--- config.mk ---
export PLATFORM = sky130hd
export DESIGN_NAME = ppm_ascii_image_parser
export DESIGN_NICKNAME = d
export VERILOG_FILES = /design/src/sv/ppma_pkg.sv /design/src/sv/ppma_parse_core.sv /design/src/sv/ppma_result_reg.sv /design/src/sv/ppm_ascii_image_parser.sv
export SDC_FILE = /design/constraint.sdc
export NUM_CORES = 1
export LEC_CHECK = 0
export ABC_CLOCK_PERIOD_IN_PS = 13800
export BUFFER_PORTS_ARGS = -buffer_cell sky130_fd_sc_hd__buf_2
export CORE_MARGIN = 2
export CORE_UTILIZATION = 40
export CTS_CLUSTER_SIZE = 24
export DETAILED_ROUTE_END_ITERATION = 10
export SKIP_LAST_GASP = 1
export SLEW_MARGIN = 5
export SYNTH_ARGS = -nofsm -noshare
export SYNTH_HDL_FRONTEND = slang
export SYNTH_SLANG_ARGS = --single-unit
export TNS_END_PERCENT = 50
--- constraint.sdc ---
create_clock -name clk -period 13.8 [get_ports clk]
set_clock_uncertainty 0.2 [all_clocks]
set_input_delay 0.69 -clock clk [delete_from_list [all_inputs] [get_ports clk]]
set_output_delay 0.69 -clock clk [all_outputs]
set_load 0.01 [all_outputs]
--- src/sv/ppma_pkg.sv ---
// Shared types, character codes and helper functions for the P3 image parser.
// No dependencies; every other file refers to this package by scoped names.

package ppma_pkg;

    localparam int HEADER_BITS_DEF = 16;

    // Parser position within the file
    typedef enum logic [2:0] {
        PH_MAGIC  = 3'd0,
        PH_WIDTH  = 3'd1,
        PH_HEIGHT = 3'd2,
        PH_MAXVAL = 3'd3,
        PH_RED    = 3'd4,
        PH_GREEN  = 3'd5,
        PH_BLUE   = 3'd6
    } phase_t;

    // Progress of the "P3" match on the current token
    typedef enum logic [1:0] {
        MAG_NONE = 2'd0,
        MAG_P    = 2'd1,
        MAG_P3   = 2'd2,
        MAG_FAIL = 2'd3
    } magic_t;

    typedef enum logic [1:0] {
        KIND_HEADER = 2'd0,
        KIND_PIXEL  = 2'd1,
        KIND_ERROR  = 2'd2
    } kind_t;

    localparam logic [7:0] CHAR_P     = 8'h50;
    localparam logic [7:0] CHAR_3     = 8'h33;
    localparam logic [7:0] CHAR_HASH  = 8'h23;
    localparam logic [7:0] CHAR_LF    = 8'h0A;
    localparam logic [7:0] CHAR_SPACE = 8'h20;
    localparam logic [7:0] CHAR_TAB   = 8'h09;
    localparam logic [7:0] CHAR_CR    = 8'h0D;
    localparam logic [7:0] CHAR_0     = 8'h30;
    localparam logic [7:0] CHAR_9     = 8'h39;

    typedef struct packed {
        kind_t       kind;
        logic [7:0]  red;
        logic [7:0]  green;
        logic [7:0]  blue;
        logic [15:0] image_width;
        logic [15:0] image_height;
        logic [15:0] max_value;
    } result_t;

    function automatic logic is_space(input logic [7:0] b);
        return (b == CHAR_SPACE) || ((b >= CHAR_TAB) && (b <= CHAR_CR));
    endfunction

    function automatic logic is_digit(input logic [7:0] b);
        return (b >= CHAR_0) && (b <= CHAR_9);
    endfunction

endpackage

--- src/sv/ppma_parse_core.sv ---
// Parser state and the single-pass update for one byte: tokenising, magic match,
// number accumulation and result generation. Depends on ppma_pkg.

module ppma_parse_core #(
    parameter int HEADER_BITS = ppma_pkg::HEADER_BITS_DEF
) (
    input  logic                clk,
    input  logic                rst_n,
    input  logic                go,
    input  logic [7:0]          data_byte,
    input  logic                first_byte,
    output logic                res_valid,
    output ppma_pkg::result_t   res
);

    localparam int HB = HEADER_BITS;
    localparam int PW = HEADER_BITS + 4;

    ppma_pkg::phase_t phase_reg,  phase_next,  cur_phase;
    ppma_pkg::magic_t magic_reg,  magic_next,  cur_magic;
    logic             tok_reg,    tok_next,    cur_tok;
    logic             cmt_reg,    cmt_next,    cur_cmt;
    logic             nodig_reg,  nodig_next,  cur_nodig;
    logic             ended_reg,  ended_next,  cur_ended;
    logic             halted_reg, halted_next, cur_halted;
    logic [HB-1:0]    acc_reg,    acc_next,    cur_acc;
    logic [HB-1:0]    width_reg,  width_next,  cur_width;
    logic [HB-1:0]    height_reg, height_next, cur_height;
    logic [HB-1:0]    maxval_reg, maxval_next, cur_maxval;
    logic [7:0]       red_reg,    red_next,    cur_red;
    logic [7:0]       green_reg,  green_next,  cur_green;

    logic             dig;
    logic [HB-1:0]    acc_base;
    logic [PW-1:0]    prod;
    logic [HB-1:0]    acc_upd;
    logic [15:0]      width_clip, height_clip, maxval_clip;
    ppma_pkg::kind_t  res_kind;
    logic [7:0]       res_red, res_green, res_blue;

    // A new file starts from the reset state, then parses this byte as usual
    always_comb
    begin
        cur_phase  = first_byte ? ppma_pkg::PH_MAGIC : phase_reg;
        cur_magic  = first_byte ? ppma_pkg::MAG_NONE : magic_reg;
        cur_tok    = first_byte ? 1'b0 : tok_reg;
        cur_cmt    = first_byte ? 1'b0 : cmt_reg;
        cur_nodig  = first_byte ? 1'b0 : nodig_reg;
        cur_ended  = first_byte ? 1'b0 : ended_reg;
        cur_halted = first_byte ? 1'b0 : halted_reg;
        cur_acc    = first_byte ? '0 : acc_reg;
        cur_width  = first_byte ? '0 : width_reg;
        cur_height = first_byte ? '0 : height_reg;
        cur_maxval = first_byte ? '0 : maxval_reg;
        cur_red    = first_byte ? 8'd0 : red_reg;
        cur_green  = first_byte ? 8'd0 : green_reg;
    end

    assign dig      = ppma_pkg::is_digit(data_byte);
    assign acc_base = cur_tok ? cur_acc : '0;
    assign prod     = (PW'(acc_base) << 3) + (PW'(acc_base) << 1) + PW'(data_byte[3:0]);

    // Header values saturate; samples wrap
    always_comb
    begin
        if (cur_phase inside {ppma_pkg::PH_WIDTH, ppma_pkg::PH_HEIGHT, ppma_pkg::PH_MAXVAL})
            acc_upd = (|prod[PW-1:HB]) ? '1 : prod[HB-1:0];
        else
            acc_upd = prod[HB-1:0];
    end

    always_comb
    begin
        phase_next  = cur_phase;
        magic_next  = cur_magic;
        tok_next    = cur_tok;
        cmt_next    = cur_cmt;
        nodig_next  = cur_nodig;
        ended_next  = cur_ended;
        halted_next = cur_halted;
        acc_next    = cur_acc;
        width_next  = cur_width;
        height_next = cur_height;
        maxval_next = cur_maxval;
        red_next    = cur_red;
        green_next  = cur_green;
        res_valid   = 1'b0;
        res_kind    = ppma_pkg::KIND_HEADER;
        res_red     = 8'd0;
        res_green   = 8'd0;
        res_blue    = 8'd0;

        if (!cur_halted)
        begin
            if (cur_cmt)
            begin
                if (data_byte == ppma_pkg::CHAR_LF)
                    cmt_next = 1'b0;
            end
            else if (ppma_pkg::is_space(data_byte))
            begin
                if (cur_tok)
                begin
                    tok_next = 1'b0;
                    if (cur_phase == ppma_pkg::PH_MAGIC)
                    begin
                        if (cur_magic == ppma_pkg::MAG_P3)
                            phase_next = ppma_pkg::PH_WIDTH;
                    end
                    else if (cur_nodig)
                    begin
                        halted_next = 1'b1;
                        res_valid   = 1'b1;
                        res_kind    = ppma_pkg::KIND_ERROR;
                    end
                    else
                    begin
                        case (cur_phase)
                            ppma_pkg::PH_WIDTH:
                            begin
                                width_next = cur_acc;
                                phase_next = ppma_pkg::PH_HEIGHT;
                            end
                            ppma_pkg::PH_HEIGHT:
                            begin
                                height_next = cur_acc;
                                phase_next  = ppma_pkg::PH_MAXVAL;
                            end
                            ppma_pkg::PH_MAXVAL:
                            begin
                                maxval_next = cur_acc;
                                phase_next  = ppma_pkg::PH_RED;
                                res_valid   = 1'b1;
                                res_kind    = ppma_pkg::KIND_HEADER;
                            end
                            ppma_pkg::PH_RED:
                            begin
                                red_next   = cur_acc[7:0];
                                phase_next = ppma_pkg::PH_GREEN;
                            end
                            ppma_pkg::PH_GREEN:
                            begin
                                green_next = cur_acc[7:0];
                                phase_next = ppma_pkg::PH_BLUE;
                            end
                            ppma_pkg::PH_BLUE:
                            begin
                                phase_next = ppma_pkg::PH_RED;
                                res_valid  = 1'b1;
                                res_kind   = ppma_pkg::KIND_PIXEL;
                                res_red    = cur_red;
                                res_green  = cur_green;
                                res_blue   = cur_acc[7:0];
                            end
                            default:
                            begin
                                phase_next = cur_phase;
                            end
                        endcase
                    end
                end
            end
            else if (!cur_tok)
            begin
                if (data_byte == ppma_pkg::CHAR_HASH)
                    cmt_next = 1'b1;
                else
                begin
                    tok_next   = 1'b1;
                    magic_next = (data_byte == ppma_pkg::CHAR_P) ? ppma_pkg::MAG_P
                                                                 : ppma_pkg::MAG_FAIL;
                    nodig_next = !dig;
                    ended_next = 1'b0;
                    acc_next   = dig ? acc_upd : '0;
                end
            end
            else
            begin
                magic_next = (cur_magic == ppma_pkg::MAG_P && data_byte == ppma_pkg::CHAR_3)
                             ? ppma_pkg::MAG_P3 : ppma_pkg::MAG_FAIL;
                if (!cur_ended && !cur_nodig)
                begin
                    if (!dig)
                        ended_next = 1'b1;
                    else
                        acc_next = acc_upd;
                end
            end
        end
    end

    // Limit header values to 16 bits on output
    generate
        if (HB > 16)
        begin : g_clip
            assign width_clip  = (|width_next[HB-1:16])  ? 16'hFFFF : width_next[15:0];
            assign height_clip = (|height_next[HB-1:16]) ? 16'hFFFF : height_next[15:0];
            assign maxval_clip = (|maxval_next[HB-1:16]) ? 16'hFFFF : maxval_next[15:0];
        end
        else
        begin : g_ext
            assign width_clip  = 16'(width_next);
            assign height_clip = 16'(height_next);
            assign maxval_clip = 16'(maxval_next);
        end
    endgenerate

    assign res = {res_kind, res_red, res_green, res_blue,
                  width_clip, height_clip, maxval_clip};

    always_ff @(posedge clk or negedge rst_n)
    begin
        if (!rst_n)
        begin
            phase_reg  <= ppma_pkg::PH_MAGIC;
            magic_reg  <= ppma_pkg::MAG_NONE;
            tok_reg    <= 1'b0;
            cmt_reg    <= 1'b0;
            nodig_reg  <= 1'b0;
            ended_reg  <= 1'b0;
            halted_reg <= 1'b0;
            acc_reg    <= '0;
            width_reg  <= '0;
            height_reg <= '0;
            maxval_reg <= '0;
            red_reg    <= 8'd0;
            green_reg  <= 8'd0;
        end
        else if (go)
        begin
            phase_reg  <= phase_next;
            magic_reg  <= magic_next;
            tok_reg    <= tok_next;
            cmt_reg    <= cmt_next;
            nodig_reg  <= nodig_next;
            ended_reg  <= ended_next;
            halted_reg <= halted_next;
            acc_reg    <= acc_next;
            width_reg  <= width_next;
            height_reg <= height_next;
            maxval_reg <= maxval_next;
            red_reg    <= red_next;
            green_reg  <= green_next;
        end
    end

endmodule

--- src/sv/ppma_result_reg.sv ---
// Output register for parser results, with its valid/stall handshake.
// Depends on ppma_pkg for the result type.

module ppma_result_reg (
    input  logic               clk,
    input  logic               rst_n,
    input  logic               go,
    input  logic               res_valid,
    input  ppma_pkg::result_t  res,
    output logic               can_load,
    output logic               out_valid,
    input  logic               out_stall,
    output ppma_pkg::result_t  out_res
);

    logic              valid_reg, valid_next;
    ppma_pkg::result_t res_reg;

    // Free when empty or being drained this cycle
    assign can_load = !valid_reg || !out_stall;

    always_comb
    begin
        if (go && res_valid)
            valid_next = 1'b1;
        else if (!out_stall)
            valid_next = 1'b0;
        else
            valid_next = valid_reg;
    end

    always_ff @(posedge clk or negedge rst_n)
    begin
        if (!rst_n)
            valid_reg <= 1'b0;
        else
            valid_reg <= valid_next;
    end

    always_ff @(posedge clk)
    begin
        if (go && res_valid)
            res_reg <= res;
    end

    assign out_valid = valid_reg;
    assign out_res   = res_reg;

endmodule

--- src/sv/ppm_ascii_image_parser.sv ---
// Plain-text P3 image parser: one byte per request, one result per header, pixel or error.
// Path: a byte is held in the input register, and its result in the output register.
// Throughput: one byte per cycle, with the combinational parse step between the
// input register and the output register; stalls only under output back-pressure.
// Reset: rst_n clears all parser state; a byte with first_byte set restarts the parse.
// Depends on ppma_pkg, ppma_parse_core and ppma_result_reg.

module ppm_ascii_image_parser #(
    parameter int HEADER_BITS = ppma_pkg::HEADER_BITS_DEF
) (
    input  logic        clk,
    input  logic        rst_n,
    input  logic        in_valid,
    output logic        in_stall,
    input  logic [7:0]  data_byte,
    input  logic        first_byte,
    output logic        out_valid,
    input  logic        out_stall,
    output logic [1:0]  kind,
    output logic [7:0]  red,
    output logic [7:0]  green,
    output logic [7:0]  blue,
    output logic [15:0] image_width,
    output logic [15:0] image_height,
    output logic [15:0] max_value
);

    logic              in_valid_reg, in_valid_next;
    logic [7:0]        byte_reg;
    logic              first_reg;
    logic              can_load;
    logic              go;
    logic              accept;
    logic              res_valid;
    ppma_pkg::result_t res;
    ppma_pkg::result_t out_res;

    assign go       = in_valid_reg && can_load;
    assign in_stall = in_valid_reg && !go;
    assign accept   = in_valid && !in_stall;

    // Hold the byte until the parse step takes it
    assign in_valid_next = accept || (in_valid_reg && !go);

    always_ff @(posedge clk or negedge rst_n)
    begin
        if (!rst_n)
            in_valid_reg <= 1'b0;
        else
            in_valid_reg <= in_valid_next;
    end

    always_ff @(posedge clk)
    begin
        if (accept)
        begin
            byte_reg  <= data_byte;
            first_reg <= first_byte;
        end
    end

    ppma_parse_core #(
        .HEADER_BITS (HEADER_BITS)
    ) u_core (
        .clk        (clk),
        .rst_n      (rst_n),
        .go         (go),
        .data_byte  (byte_reg),
        .first_byte (first_reg),
        .res_valid  (res_valid),
        .res        (res)
    );

    ppma_result_reg u_out (
        .clk       (clk),
        .rst_n     (rst_n),
        .go        (go),
        .res_valid (res_valid),
        .res       (res),
        .can_load  (can_load),
        .out_valid (out_valid),
        .out_stall (out_stall),
        .out_res   (out_res)
    );

    assign kind         = out_res.kind;
    assign red          = out_res.red;
    assign green        = out_res.green;
    assign blue         = out_res.blue;
    assign image_width  = out_res.image_width;
    assign image_height = out_res.image_height;
    assign max_value    = out_res.max_value;

endmodule
==> flow_metrics.py <==
metrics = {
    "status": {
        "outcome": "finished, final reports clean",
    },
    "sta": {
        "setup_tns_ns": 0,
        "fmax_mhz": 196,
        "slew_headroom_pct": 32.0,
        "hold_viol": 0,
        "rsz0062_at_grt": "false",
        "period_share_pct": 36.9,
        "tightestPinTransition_ns": 1.01,
        "slew_viol_final": 0,
        "finalSetupViolations": 0,
        "period_needed_ns": 5.10,
    },
    "placed_design": {
        "placed_cell_area_mm2": 0.0101,
        "io_buffer_count": 88,
        "place_hpwl_mm": 15.9,
        "gp_congestion": 0.858,
    },
    "detailed_routing": {
        "wl_mm": 23.8,
        "post_drt_wl_per_cell_um": 17.6,
        "num_vias": 7538,
        "drc": 0,
        "drt_iter0_markers": 588,
        "via_per_inst": 5.57,
        "drt_pass1_iterations": 5,
        "antenna_left": 0,
    },
    "die": {
        "num_rows": 56,
        "die_y_um": 157,
        "dieWidth_um": 157,
        "pin_count": 89,
        "core_area_mm2": 0.0233,
        "die_area_mm2": 0.0247,
        "initial_core_util_pct": 40.4,
    },
    "yosys": {
        "synth_area_mm2": 0.00939,
        "synthCells": 965,
        "syn_nets": 1011,
        "synth_seq_area_share_pct": 51.1,
        "synth-seq-cells": 175,
        "yosysWarningCount": 0,
        "netlist-cell-type-count": 69,
        "synth_edf_count": 83,
        "synth_flop_cell": "dfrtp_1",
        "syn_avg_cell_area_um2": 9.73,
        "synthArstFlopShare_pct": 52.6,
    },
    "cells_and_area": {
        "diodes": 0,
        "final_cell_area_mm2": 0.0107,
        "drive_above_1_share_pct": 15.5,
        "largest_register_ff_count": 74,
        "final_core_util_pct": 45.9,
        "nets": 1068,
        "area_growth_syn_to_layout_pct": 13.8,
    },
    "setup_path": {
        "critPathKind": "flip-flop to flip-flop",
        "critPathMaxFanout": 66,
        "regToRegSetupSlack_ns": 8.70,
        "required_ns": 13.92,
        "r2r_start": "first_reg$_DFFE_PP_",
        "r2r-end": "u_core.acc_reg[1]$_DFFE_PN0P_",
        "reg2regPathDepth": 16,
        "start_kind": "flip-flop",
        "cp.arrival_ns": 5.22,
        "cp-startpoint": "first_reg$_DFFE_PP_",
        "endpoint_kind": "flip-flop",
        "crit_path_end": "u_core.acc_reg[1]$_DFFE_PN0P_",
    },
    "global_routing": {
        "grt_pass1_vias": 7184,
        "grt_usage_pct": 19.7,
        "overflow": 0,
        "grt_start_max_net_pins": 79,
        "grt_antenna_before_repair": 0,
        "grt_pass1_wl_mm": 38.3,
    },
    "clocking": {
        "clkLatencyLatePin_ns": 0.43,
        "ctsResizeCount": 0,
        "cts_setup_buffers": 0,
        "root_buffer": "clkbuf_16",
        "cts_buffer_depth": 2,
        "cts_tree": "done",
        "numClockSinks": 175,
        "cts-hold-fix-buffers": 0,
        "htree_levels": 4,
        "clk_pin_slew_ns": 0.07,
        "cts_buffers": 17,
    },
    "power_and_ir_drop": {
        "peakVddDrop_uv": 86.6,
        "p_leak_nw": 4.38,
        "p_per_area_mw_per_mm2": 110,
    },
    "job": {
        "max_cap_viol_count": 0,
    },
    "worst_hold_path": {
        "hp-class": "input pin to async pin",
    },
}
==> cell usage in the layout, fill, tap and decap left out, types with 4 or more instances in the layout <==
cell type / instances
nand2_1: 178
a21oi_1: 93
dfrtp_1: 92
buf_2: 87
edfxtp_1: 83
o21ai_0: 74
nor2_1: 40
and2_1: 40
ha_1: 31
a22oi_1: 22
nand2b_1: 18
a21boi_0: 18
clkbuf_16: 17
nand3_1: 15
inv_1: 14
a21o_1: 11
o21ai_1: 11
nor3_1: 10
nor2b_1: 10
a31oi_1: 10
buf_4: 10
o221ai_1: 9
xnor2_1: 9
a22o_1: 9
o211ai_1: 8
nor4_1: 6
a31o_2: 6
o21a_1: 5
and3_1: 5
nand4_1: 5
xor2_1: 5
or2_2: 4
a211oi_1: 4
a311oi_1: 4
o22a_1: 4
inv_6: 4
==> synth_stat cells (4+ instances only) <==
master	instances	area share [%]
a211oi_1	4	0.32
a21boi_0	18	1.4
a21o_1	11	0.88
a21oi_1	93	5.0
a22o_1	9	0.84
a22oi_1	22	1.8
a311oi_1	4	0.37
a31o_2	6	0.56
a31oi_1	10	0.67
and2_1	40	2.7
and3_1	5	0.33
buf_2	4	0.21
clkbuf_1	51	2.0
dfrtp_1	92	25
edfxtp_1	83	27
ha_1	31	4.1
inv_1	14	0.56
nand2_1	179	7.2
nand2b_1	18	1.2
nand3_1	15	0.80
nand4_1	5	0.33
nor2_1	40	1.6
nor2b_1	10	0.67
nor3_1	10	0.53
nor4_1	7	0.47
o211ai_1	8	0.64
o21a_1	5	0.40
o21ai_0	74	3.9
o21ai_1	11	0.59
o221ai_1	9	0.84
o22a_1	4	0.37
or2_2	4	0.27
xnor2_1	9	0.84
xor2_1	5	0.47
==> cells by family after synthesis <==
group	Yosys count	share of synthesized area, %
simple gates	361	19.1
fa+ha+maj	33	4.56
xor+xnor	14	1.31
buf+inv	74	3.25
flops	175	51.1
mux	2	0.213
compound gates	306	20.5
==> layer usage <==
metal | track usage (%) | part of all wire, % | wire (um) | vias up
met5 | 0 | 0 | 0 | -
li1 | - | - | - | 3620
met4 | 6.15 | 2.1 | 489 | 0
met3 | 2.92 | 4.0 | 954 | 29
met1 | 27.0 | 46 | 11000 | 3693
met2 | 32.4 | 48 | 11400 | 196
==> worst max-delay path, stage by stage, from the launching register on <==
cell      delay (ns)
edfxtp_1        0.36
buf_4           0.32
nor2b_1         0.18
buf_4           0.24
nand2_1         0.13
fa_1            0.54
inv_1           0.07
fa_1            0.47
a211oi_1        0.33
o211ai_1        0.19
a21oi_1         0.23
o21ai_0         0.13
xnor2_1         0.15
o211ai_1        0.17
o22ai_1         0.80
nand3_1         0.17
a31o_2          0.29
==> report_power, final <==
| part | leakage (nW) | switching (W) | internal [W] |
|---|---|---|---|
| Combinational | 2.04 | 0.0000577 | 0.0000310 |
| Clock | 0.297 | 0.000210 | 0.000294 |
| Sequential | 2.04 | 0.0000171 | 0.000568 |
==> metrics by stage <==
stage                     total power (W)  cells  hold WS, ns  setup slack, ns
after floorplan                  0.000654    965        0.194             3.62
after CTS                         0.00118   1354        0.109             8.71
after global routing              0.00122   1354        0.132             8.30
after global placement           0.000681   1322        0.255             8.84
after detailed placement         0.000684   1322        0.265             8.72
final                             0.00118   1354       0.0795             8.70
==> how the worst min path moves through the flow <==
stage / slack (ns) / cells after the start / endpoint / startpoint
after detailed placement: 0.27 / 2 / u_core.width_reg[2]$_DFFE_PN0P_ / u_core.width_reg[2]$_DFFE_PN0P_
after global placement: 0.25 / 2 / u_core.maxval_reg[14]$_DFFE_PN0P_ / u_core.maxval_reg[14]$_DFFE_PN0P_
after floorplan: 0.19 / 0 / in_valid_reg$_DFF_PN0_ / rst_n
after global routing: 0.13 / 1 / u_core.red_reg[1]$_DFFE_PN0P_ / rst_n
after CTS: 0.11 / 1 / u_core.red_reg[1]$_DFFE_PN0P_ / rst_n
final: 0.08 / 1 / u_core.red_reg[4]$_DFFE_PN0P_ / rst_n
==> cell type report <==
cell class | count | area [um^2]
fillers | 2257 | 12600
flip-flops and latches | 175 | 4790
multi-input cells | 716 | 4310
repair buffers | 97 | 510
clock buffers | 19 | 443
well taps | 319 | 399
clock inverters | 13 | 174
inverters | 15 | 56.3
Power figures use the tool's default switching activity.
